[src/sv/cdad_pkg.sv]
// Shared types, constants and the month length table for the date advance block.
package cdad_pkg;

    // Field widths
    localparam int DayW   = 5;
    localparam int MonthW = 4;
    localparam int YearW  = 16;
    localparam int AddW   = 16;
    // Working day count: start day plus the largest day count
    localparam int AccW   = 17;

    localparam int InDataW  = 48;
    localparam int OutDataW = 32;

    localparam logic [MonthW-1:0] MonthFeb  = 4'd2;
    localparam logic [MonthW-1:0] MonthJan  = 4'd1;
    localparam logic [MonthW-1:0] MonthLast = 4'd12;

    // Multiplicative inverse of 25 modulo 2^16 and the largest multiple-of-25 image
    localparam logic [YearW-1:0] Inv25     = 16'd23593;
    localparam logic [YearW-1:0] Div25Max  = 16'd2621;

    // Sequencer states
    typedef enum logic [2:0] {
        ST_IDLE,
        ST_LEAP_START,
        ST_NORM,
        ST_ADD,
        ST_ITER,
        ST_LEAP_YEAR,
        ST_DONE
    } cdad_state_t;

    // Shared adder operations
    typedef enum logic {
        ALU_ADD,
        ALU_SUB
    } cdad_alu_op_t;

    // Days in a month; month must be 1..12
    function automatic logic [DayW-1:0] month_len(input logic [MonthW-1:0] m, input logic leap);
        logic [DayW-1:0] n;
        begin
            case (m)
                4'd2:                   n = leap ? 5'd29 : 5'd28;
                4'd4, 4'd6, 4'd9, 4'd11: n = 5'd30;
                default:                n = 5'd31;
            endcase
            return n;
        end
    endfunction

endpackage

[src/sv/cdad_leap.sv]
// Registered Gregorian leap-year detector.
module cdad_leap
    import cdad_pkg::*;
(
    input  logic             aclk,
    input  logic [YearW-1:0] year,
    output logic             leap
);

    logic [YearW-1:0] prod;
    logic             div4;
    logic             div16;
    logic             div25;
    logic             leap_next;
    logic             leap_reg;

    // Divisibility by 25: y*inv(25) mod 2^16 lands low exactly for multiples
    always_comb begin
        prod      = YearW'(year * Inv25);
        div4      = (year[1:0] == 2'b00);
        div16     = (year[3:0] == 4'b0000);
        div25     = (prod <= Div25Max);
        // With div4 known: not a century, or a century divisible by 400
        leap_next = div4 && (!div25 || div16);
    end

    always_ff @(posedge aclk) begin
        leap_reg <= leap_next;
    end

    assign leap = leap_reg;

endmodule

[src/sv/cdad_alu.sv]
// Shared add/subtract unit for the day count.
module cdad_alu
    import cdad_pkg::*;
(
    input  cdad_alu_op_t      op,
    input  logic [AccW-1:0]   a,
    input  logic [AccW-1:0]   b,
    output logic [AccW-1:0]   res,
    output logic              borrow,
    output logic              zero
);

    logic [AccW:0] full;

    always_comb begin
        case (op)
            ALU_ADD: full = {1'b0, a} + {1'b0, b};
            ALU_SUB: full = {1'b0, a} - {1'b0, b};
            default: full = {1'b0, a};
        endcase
        res    = full[AccW-1:0];
        borrow = (op == ALU_SUB) && full[AccW];
        zero   = (full[AccW-1:0] == '0);
    end

endmodule

[src/sv/calendar_date_add_days.sv]
// Top level: Gregorian date advance by a day count, one month per step.
//
// Input channel s_*: one transfer carries a start date and a day count.
// The month is forced into 1..12 and a day beyond its month length becomes
// 1, then the day count is added and month lengths are taken off one month
// per cycle, with a wait at each year boundary, carrying into month and year.
// Output channel m_*: one transfer per input, day, month, year and a flag
// set if the year wrapped past 65535.
// After the input transfer the sequencer waits for the start year's leap flag,
// normalises the day and adds the day count, then steps over the months, with a
// wait state per year boundary crossed (the leap detector is registered), and
// presents the result. The largest day count steps about 2154 months and 180 years.
// The block takes one item at a time; s_tready is high only while idle,
// which begins in the cycle after the result transfer.
// Reset (aresetn low, synchronous) returns the sequencer to idle and drops
// m_tvalid. If the receiver holds m_tready low, the result stays on m_tdata
// and no new input is taken until it has been transferred.
module calendar_date_add_days
    import cdad_pkg::*;
(
    input  logic                 aclk,
    input  logic                 aresetn,
    // tdata: start_day[4:0], start_month[8:5], start_year[24:9], days_to_add[40:25]
    input  logic [InDataW-1:0]   s_tdata,
    input  logic                 s_tvalid,
    output logic                 s_tready,
    // tdata: day[4:0], month[8:5], year[24:9], year_overflow[25]
    output logic [OutDataW-1:0]  m_tdata,
    output logic                 m_tvalid,
    input  logic                 m_tready
);

    cdad_state_t       state_reg, state_next;
    logic [AccW-1:0]   day_reg, day_next;
    logic [MonthW-1:0] month_reg, month_next;
    logic [YearW-1:0]  year_reg, year_next;
    logic [AddW-1:0]   add_reg, add_next;
    logic              ovf_reg, ovf_next;

    logic [DayW-1:0]   in_day;
    logic [MonthW-1:0] in_month;
    logic [YearW-1:0]  in_year;
    logic [AddW-1:0]   in_add;

    logic              leap;
    logic [DayW-1:0]   mlen;
    cdad_alu_op_t      alu_op;
    logic [AccW-1:0]   alu_b;
    logic [AccW-1:0]   alu_res;
    logic              alu_borrow;
    logic              alu_zero;

    assign in_day   = s_tdata[4:0];
    assign in_month = s_tdata[8:5];
    assign in_year  = s_tdata[24:9];
    assign in_add   = s_tdata[40:25];

    cdad_leap u_leap (
        .aclk (aclk),
        .year (year_reg),
        .leap (leap)
    );

    assign mlen = month_len(month_reg, leap);

    cdad_alu u_alu (
        .op     (alu_op),
        .a      (day_reg),
        .b      (alu_b),
        .res    (alu_res),
        .borrow (alu_borrow),
        .zero   (alu_zero)
    );

    // Operand select for the shared unit
    always_comb begin
        if (state_reg == ST_ADD) begin
            alu_op = ALU_ADD;
            alu_b  = AccW'(add_reg);
        end else begin
            alu_op = ALU_SUB;
            alu_b  = AccW'(mlen);
        end
    end

    // Sequencer
    always_comb begin
        state_next = state_reg;
        day_next   = day_reg;
        month_next = month_reg;
        year_next  = year_reg;
        add_next   = add_reg;
        ovf_next   = ovf_reg;
        s_tready   = 1'b0;
        m_tvalid   = 1'b0;
        case (state_reg)
            ST_IDLE: begin
                s_tready = 1'b1;
                if (s_tvalid) begin
                    day_next   = AccW'(in_day);
                    month_next = (in_month inside {[4'd1:4'd12]}) ? in_month : MonthJan;
                    year_next  = in_year;
                    add_next   = in_add;
                    ovf_next   = 1'b0;
                    state_next = ST_LEAP_START;
                end
            end
            // Leap flag of the start year settles
            ST_LEAP_START: state_next = ST_NORM;
            // Day beyond the month length becomes 1
            ST_NORM: begin
                if (!alu_borrow && !alu_zero) begin
                    day_next = AccW'(1);
                end
                state_next = ST_ADD;
            end
            ST_ADD: begin
                day_next   = alu_res;
                state_next = ST_ITER;
            end
            // Take off one month while the day does not fit
            ST_ITER: begin
                if (alu_borrow || alu_zero) begin
                    state_next = ST_DONE;
                end else begin
                    day_next = alu_res;
                    if (month_reg == MonthLast) begin
                        month_next = MonthJan;
                        year_next  = year_reg + 1'b1;
                        if (year_reg == '1) begin
                            ovf_next = 1'b1;
                        end
                        state_next = ST_LEAP_YEAR;
                    end else begin
                        month_next = month_reg + 1'b1;
                    end
                end
            end
            // New year: wait for its leap flag
            ST_LEAP_YEAR: state_next = ST_ITER;
            ST_DONE: begin
                m_tvalid = 1'b1;
                if (m_tready) begin
                    state_next = ST_IDLE;
                end
            end
            default: state_next = ST_IDLE;
        endcase
    end

    always_ff @(posedge aclk) begin
        if (!aresetn) begin
            state_reg <= ST_IDLE;
        end else begin
            state_reg <= state_next;
        end
    end

    always_ff @(posedge aclk) begin
        day_reg   <= day_next;
        month_reg <= month_next;
        year_reg  <= year_next;
        add_reg   <= add_next;
        ovf_reg   <= ovf_next;
    end

    assign m_tdata = {6'd0, ovf_reg, year_reg, month_reg, day_reg[DayW-1:0]};

endmodule

[config.mk]
export PLATFORM = sky130hd
export DESIGN_NAME = calendar_date_add_days
export DESIGN_NICKNAME = d
export VERILOG_FILES = /design/src/sv/cdad_pkg.sv /design/src/sv/cdad_leap.sv /design/src/sv/cdad_alu.sv /design/src/sv/calendar_date_add_days.sv
export SDC_FILE = /design/constraint.sdc
export NUM_CORES = 1
export LEC_CHECK = 0
export ABC_AREA = 1
export BUFFER_PORTS_ARGS = -buffer_cell sky130_fd_sc_hd__buf_2
export CAP_MARGIN = 20
export CORE_MARGIN = 2
export CORE_UTILIZATION = 46
export DETAILED_ROUTE_END_ITERATION = 8
export GPL_TIMING_DRIVEN = 0
export PLACE_DENSITY = 0.77
export RECOVER_POWER = 25
export SYNTH_ARGS = -nofsm -noshare
export SYNTH_HDL_FRONTEND = slang
export SYNTH_HIERARCHICAL = 1
export SYNTH_SLANG_ARGS = --single-unit
[constraint.sdc]
create_clock -name aclk -period 6.01 [get_ports aclk]
set_clock_uncertainty 0.1 [all_clocks]
set_input_delay 1.202 -clock aclk [delete_from_list [all_inputs] [get_ports aclk]]
set_output_delay 1.202 -clock aclk [all_outputs]
set_load 0.005 [all_outputs]
==> results of run 1 <==
-- per-stage QoR --
step | utilization (%) | worst slack, ns | instances | cell area, sq um
4_1_cts | 54.0 | 0.689 | 1192 | 7520
5_1_grt | 53.7 | 0.121 | 1192 | 7490
6_report | 53.7 | 0.708 | 1193 | 7490
2_1_floorplan | - | 1.25 | 922 | 6590
3_5_place_dp | 51.7 | 0.702 | 1176 | 7210
3_3_place_gp | 51.5 | 0.0452 | 1174 | 7180
-- synth_stat cells, types with 4 or more instances --
cell / count / area, sq um
nand3b_1: 7 / 52.6
inv_1: 197 / 739
nor3_1: 5 / 25.0
a21oi_1: 22 / 110
dfxtp_1: 4 / 80.1
nand2_1: 238 / 893
nand3_1: 57 / 285
inv_2: 8 / 30.0
xnor2_1: 12 / 105
ha_1: 85 / 1060
or2_2: 4 / 25.0
xor2_1: 14 / 123
buf_4: 14 / 105
edfxtp_1: 54 / 1620
nor2_2: 5 / 31.3
nand2_2: 15 / 93.8
nand4_1: 12 / 75.1
nor2_1: 84 / 315
fa_1: 19 / 380
o21ai_0: 21 / 105
buf_2: 4 / 20.0
-- final timing paths --
check,to,depth (start not counted)
max,year_reg[5],33
min,month_reg[0],1
max reg2reg,year_reg[5],33
min reg2reg,month_reg[0],1
-- cell families (layout without fill, tap and decap cells) --
logic type | Yosys count | after routing | synth area share, %
other | 1 | 8 | 0.0571
DFF | 58 | 58 | 25.9
and+or+nand+nor | 441 | 441 | 29.3
AOI/OAI and AO/OA | 57 | 57 | 4.78
buffers and inverters | 229 | 319 | 14.6
xor gates and xnor gates | 26 | 26 | 3.47
adders and majority gates | 104 | 104 | 22.0
-- final cells by class --
class | count | area [sq um]
fillers | 1342 | 6450
multi-input cells | 635 | 3930
flip-flops and latches | 58 | 1700
inverters | 206 | 778
repair buffers | 74 | 383
clock buffers | 11 | 233
well taps | 180 | 225
plain buffers | 23 | 156
clock inverters | 5 | 78.8
diodes | 1 | 2.50
-- metal layers --
layer	up-vias	share of wire (%)	GRT usage, %
met3	16	4.7	3.69
met2	116	45	33.3
li1	3022	-	-
met5	-	0	0
met4	0	1.4	5.47
met1	2519	49	26.9
==> run metrics, run 1 <==
status=completed; hold_sp=month_reg[0]; Largest register FFs=17; Final nets=1163; layout cell share with drive strength beyond 1=approximately 14%; Hold/Removal Path Class=reg2reg; CP dominant cell by count=nand2_1; worst skew pair latency=0.33 ns; vias per cell=4.76; synthesis-stage register bit count=between 50 and 60; CP max-delay cell=inv_1; Chip Width=124 um; WL final=14.0 mm; Setup crit end kind=flip-flop; dpl hpwl=between 10 and 15 mm; Post-synth EDFFs=54; Resize count post-CTS=0; r2r startpoint=state_reg[2]; TritonCTS clock tree=done; synthesized area=0.00657 sq mm; register area share after synthesis=between 20% and 30%; RePlAce Congestion=between 0.9 and 1; crit-path max FO=16; Die Area=0.0153 sq mm; synthesized instance count=slightly above 900; Max Fclk=0.189 GHz; first-pass GRT wire length=between 20 and 25 mm; Worst Path Buf+Inv=7; register-to-register setup slack=0.71 ns; Clock Path Buffers=2; Post-synth top flop=edfxtp_1; # setup viols final=0; Pins Over Slew Limit=0; unrepaired setup endpoints after global routing=false; max-cap check violation count=0; grt total ovfl=0; crit path DAT=5.17 ns; Post-Syn Area per Cell=7.17 sq um; crit path launch=state_reg[2]; H-tree levels=3; leading cell type in the layout, fill and taps excluded=nand2_1; clk sinks=58; Area Growth Syn to Fin=14.0%; antenna violations before repair=0; # DRC=0; ANT nets after route=0; detailed-router iteration count before antenna repair=5; CTS Buf Count=9; worst slew pin tran=0.684 ns; Critical Path Max Stage Delay=0.47 ns; Worst-path clk slew=0.05 ns; WL/cell=11.7 um; worst hold slack=0.602 ns; total track usage=20.1%; setup TNS=0 ns; largest net degree at the start of global routing=17; starting density of the core=47.1%; vias in the first global route=5416; die height=124 um; Final min period=5.30 ns; critical path type=reg2reg; number of distinct library cells after synthesis=43; most frequent cells in the layout=238 x nand2_1, 198 x inv_1, 85 x nor2_1, 85 x ha_1, 74 x buf_2; CP delay by family, top=simple AND/OR/NAND/NOR gates; setup bufs post-CTS=0; final period utilization=88.2%; IO Pins=86; number of DRC markers in iteration 0=360; vias=roughly 5700; yosys warns=6; clk root buf=clkbuf_16; Max-slew headroom=between 50% and 60%; WP data required=5.88 ns; Final Hold Vio Count=0; hold_buf cts=0; I/O Buffers=72; CP startpoint kind=flip-flop; share of async-settable or async-resettable flops after synthesis=0%; Std-Cell Rows=43; Core Area=0.0139 sq mm
Power of run 1 is left out: the tool's default activity adds up to more than one toggle a clock period on the data nets, which glitch-free logic cannot reach.
==> inputs of run 2 (changes only) <==
--- a/config.mk
+++ b/config.mk
@@ -8,12 +8,14 @@
 export ABC_AREA = 1
 export BUFFER_PORTS_ARGS = -buffer_cell sky130_fd_sc_hd__buf_2
 export CAP_MARGIN = 20
+export CORE_ASPECT_RATIO = 0.8
 export CORE_MARGIN = 2
 export CORE_UTILIZATION = 46
 export DETAILED_ROUTE_END_ITERATION = 8
 export GPL_TIMING_DRIVEN = 0
 export PLACE_DENSITY = 0.77
 export RECOVER_POWER = 25
+export SETUP_SLACK_MARGIN = 0.2
 export SYNTH_ARGS = -nofsm -noshare
 export SYNTH_HDL_FRONTEND = slang
 export SYNTH_HIERARCHICAL = 1
==> constraint.sdc (replaced) <==
create_clock -name aclk -period 6.01 [get_ports aclk]
set_clock_uncertainty 0.1 [all_clocks]
set_input_delay 1.202 -clock aclk [delete_from_list [all_inputs] [get_ports aclk]]
set_output_delay 1.202 -clock aclk [all_outputs]
set_load 0.05 [all_outputs]
==> run metrics, run 2 (same netlist as run 1, synthesis figures left out) <==
status=completed; # DRC=0; Critical Path Max Stage Delay=0.48 ns; vias in the first global route=5312; starting density of the core=46.6%; CP max-delay cell=edfxtp_1; Std-Cell Rows=39; ANT nets after route=0; die height=111 um; Resize count post-CTS=0; final period utilization=88.1%; critical path type=reg2reg; hold_buf cts=0; Core Area=0.0141 sq mm; Clock Path Buffers=2; WL final=around 14 mm; layout cell share with drive strength beyond 1=14.2%; vias per cell=4.80; total track usage=20.0%; dpl hpwl=11.7 mm; Final Hold Vio Count=0; I/O Buffers=72; worst slew pin tran=0.800 ns; number of DRC markers in iteration 0=292; Pins Over Slew Limit=0; setup TNS=0 ns; H-tree levels=3; vias=5736; Chip Width=about 140 um; first-pass GRT wire length=roughly 24 mm; leading cell type in the layout, fill and taps excluded=nand2_1; Worst-path clk slew=0.05 ns; WL/cell=12.1 um; Layout fillers=~1300; WP data required=5.91 ns; grt total ovfl=0; clk root buf=clkbuf_16; max-cap check violation count=0; crit-path max FO=16; most frequent cells in the layout=238 x nand2_1, 196 x inv_1, 85 x nor2_1, 85 x ha_1, 71 x buf_2; Max-slew headroom=between 40% and 50%; ant diodes=0; Area Growth Syn to Fin=13.8%; crit path DAT=5.20 ns; Setup crit end kind=flip-flop; unrepaired setup endpoints after global routing=false; area taken by flip-flops and latches=0.00170 sq mm; TritonCTS clock tree=done; IO Pins=86; CP dominant cell by count=nand2_1; CP startpoint kind=flip-flop; Die Area=0.0153 sq mm; Largest register FFs=17; antenna violations before repair=0; CP delay by family, top=simple AND/OR/NAND/NOR gates; Final nets=~1200; RePlAce Congestion=0.873; detailed-router iteration count before antenna repair=5; setup bufs post-CTS=0; Worst Path Buf+Inv=5; CTS Buf Count=9; clk sinks=58; multi-input logic area=0.00394 sq mm; largest net degree at the start of global routing=17; Hold/Removal Path Class=reg2reg; Max Fclk=0.189 GHz; Final min period=between 5 and 6 ns; worst skew pair latency=0.33 ns; # setup viols final=0
run 2: path summary, 6_finish.rpt:
kind | startpoint | endpoint | slack [ns] | cells past startpoint
hold / removal | month_reg[0] | month_reg[0] | 0.61 | 1
hold reg to reg | month_reg[0] | month_reg[0] | 0.61 | 1
setup / recovery | month_reg[0] | year_reg[13] | 0.71 | 32
setup reg to reg | month_reg[0] | year_reg[13] | 0.71 | 32
run 2: metal layers:
| layer | vias to the layer above | GRT usage [%] | share of wire (%) |
|---|---|---|---|
| met5 | - | 0 | 0 |
| met4 | 0 | 7.56 | 2.4 |
| met3 | 26 | 2.93 | 3.9 |
| met2 | 122 | 30.0 | 43 |
| met1 | 2554 | 29.1 | 50 |
| li1 | 3034 | - | - |
run 2: cell type report:
cell class | count | area share [%]
Multi-Input combinational cell | 635 | 52.7
Sequential cell | 58 | 22.8
Inverter | 206 | 10.5
Timing Repair Buffer | 74 | 5.07
Tap cell | 184 | 3.08
Clock buffer | 10 | 3.06
Buffer | 23 | 2.09
Clock inverter | 6 | 0.770
run 2: through the flow:
step,hold slack [ns],std cells,cell area (sq um),setup slack [ns],utilization (%)
after CTS,0.604,1196,7500,0.580,53.2
after global placement,0.591,1178,7180,0.0298,50.9
after detailed placement,0.595,1180,7210,0.620,51.1
after floorplan,0.588,922,6590,0.936,-
after global routing,0.664,1196,7470,0.205,53.0
final,0.612,1196,7470,0.713,53.0
Power of run 2 is left out for the same reason.
==> inputs of run 3 (changes only) <==
==> constraint.sdc (replaced) <==
create_clock -name aclk -period 4.9 [get_ports aclk]
set_clock_uncertainty 0.1 [all_clocks]
set_input_delay 0.98 -clock aclk [delete_from_list [all_inputs] [get_ports aclk]]
set_output_delay 0.98 -clock aclk [all_outputs]
set_load 0.05 [all_outputs]
==> run metrics, run 3 (same netlist as run 1, synthesis figures left out) <==
Final Hold Vio Count=0; register-to-register setup slack=0.15 ns; Non-Filler Instances=1226; Hold/Removal Path Class=reg2reg; layout cell share with drive strength beyond 1=22.9%; worst skew pair latency=between 0.3 and 0.4 ns; met1 wire length=7.74 mm; met3 WL=~880 um; H-tree levels=3; Largest register FFs=17; Final nets=between 1000 and 1500; RePlAce Congestion=0.896; status=completed; unrepaired setup endpoints after global routing=true; antenna violations before repair=0; Core Area=0.0141 sq mm; Chip Width=138 um; Critical Path Max Stage Delay=0.50 ns; ant diodes=0; die height=111 um; CP dominant cell by count=nand2_1; Top Metal Used=met4; # DRC=0; Area Growth Syn to Fin=24.3%; Pins Over Slew Limit=0; worst reg-to-reg path cell count=30; WP data required=4.89 ns; TritonCTS clock tree=done; number of DRC markers in iteration 0=368; Max Fclk=0.211 GHz; vias=6123; crit path launch=month_reg[1]; IO Pins=86; dpl hpwl=11.9 mm; R2R Path End=year_reg[11]; max-cap check violation count=0; grt total ovfl=0; met2 wire length=7.89 mm; Final min period=4.75 ns; r2r startpoint=month_reg[1]; vias in the first global route=5618; leading cell type in the layout, fill and taps excluded=nand2_1; CP startpoint kind=flip-flop; Die Area=approximately 0.015 sq mm; crit path DAT=4.74 ns; final design utilization=57.9%; ANT nets after route=0; CP max-delay cell=edfxtp_1; CTS Buf Count=9; I/O Buffers=72; Worst Path Buf+Inv=7; first-pass GRT wire length=25.9 mm; detailed-router iteration count before antenna repair=5; Std-Cell Rows=39; hold_buf cts=0; total track usage=between 20% and 30%; vias per cell=4.99; crit-path max FO=8; Inst Count DP=1179; final period utilization=96.9%; Worst-path clk slew=around 0.050 ns; starting density of the core=46.6%; WL/cell=13.8 um; clk root buf=clkbuf_16; Setup crit end kind=flip-flop; Worst Setup EP=year_reg[11]; largest net degree at the start of global routing=18; most frequent cells in the layout=225 x nand2_1, 191 x inv_1, 79 x nor2_1; WL final=between 15 and 20 mm; clk sinks=just under 60; Clock Path Buffers=2; CP delay by family, top=simple AND/OR/NAND/NOR gates; worst slew pin tran=0.830 ns; critical path type=reg2reg; # setup viols final=0; Critical Path Stages=30; Max-slew headroom=about 44%
-- run 3: how the worst min path moves through the flow --
| stage | start | endpoint | slack (ns) | depth (start not counted) |
|---|---|---|---|---|
| CTS | month_reg[0] | month_reg[0] | 0.64 | 2 |
| global placement | month_reg[0] | month_reg[0] | 0.59 | 1 |
| finish | year_reg[0] | year_reg[0] | 0.59 | 1 |
| global route | year_reg[0] | year_reg[0] | 0.64 | 1 |
| floorplan | state_reg[1] | state_reg[1] | 0.59 | 5 |
| detailed placement | month_reg[0] | month_reg[0] | 0.59 | 1 |
-- run 3: per-layer routing --
metal / up-vias / GRT usage [%]
li1: 3086 / -
met1: 2786 / 30.0
met2: 216 / 33.5
met3: 35 / 3.06
met4: 0 / 6.46
met5: - / 0
-- run 3: repair_timing --
| action | in CTS | in global routing |
|---|---|---|
| buffers inserted | 9 | 18 |
| gates cloned | 0 | 4 |
| setup endpoints to repair | 38 | 42 |
| resized for setup | 17 | 76 |
| pin swaps | 9 | 32 |
-- run 3: stage by stage --
step | hold WS (ns) | TNS (ns) | area, sq um | worst slack [ns]
final | 0.589 | 0 | 8170 | 0.153
after global routing | 0.643 | -0.498 | 8170 | -0.0312
after CTS | 0.644 | 0 | 7670 | 0.210
after detailed placement | 0.591 | -17.06 | 7200 | -0.572
after global placement | 0.594 | -13.30 | 7190 | -0.428
after floorplan | 0.588 | 0 | 6600 | 0.194
-- run 3: final cells by class --
type | instances | area, sq um
Fill cell | 1199 | 5930
Inverter | 206 | 785
Tap cell | 184 | 230
Timing Repair Buffer | 104 | 691
Sequential cell | 58 | 1700
Buffer | 23 | 169
Multi-Input combinational cell | 635 | 4310
Clock buffer | 9 | 225
Clock inverter | 7 | 60.1
Power of run 3 is left out for the same reason.
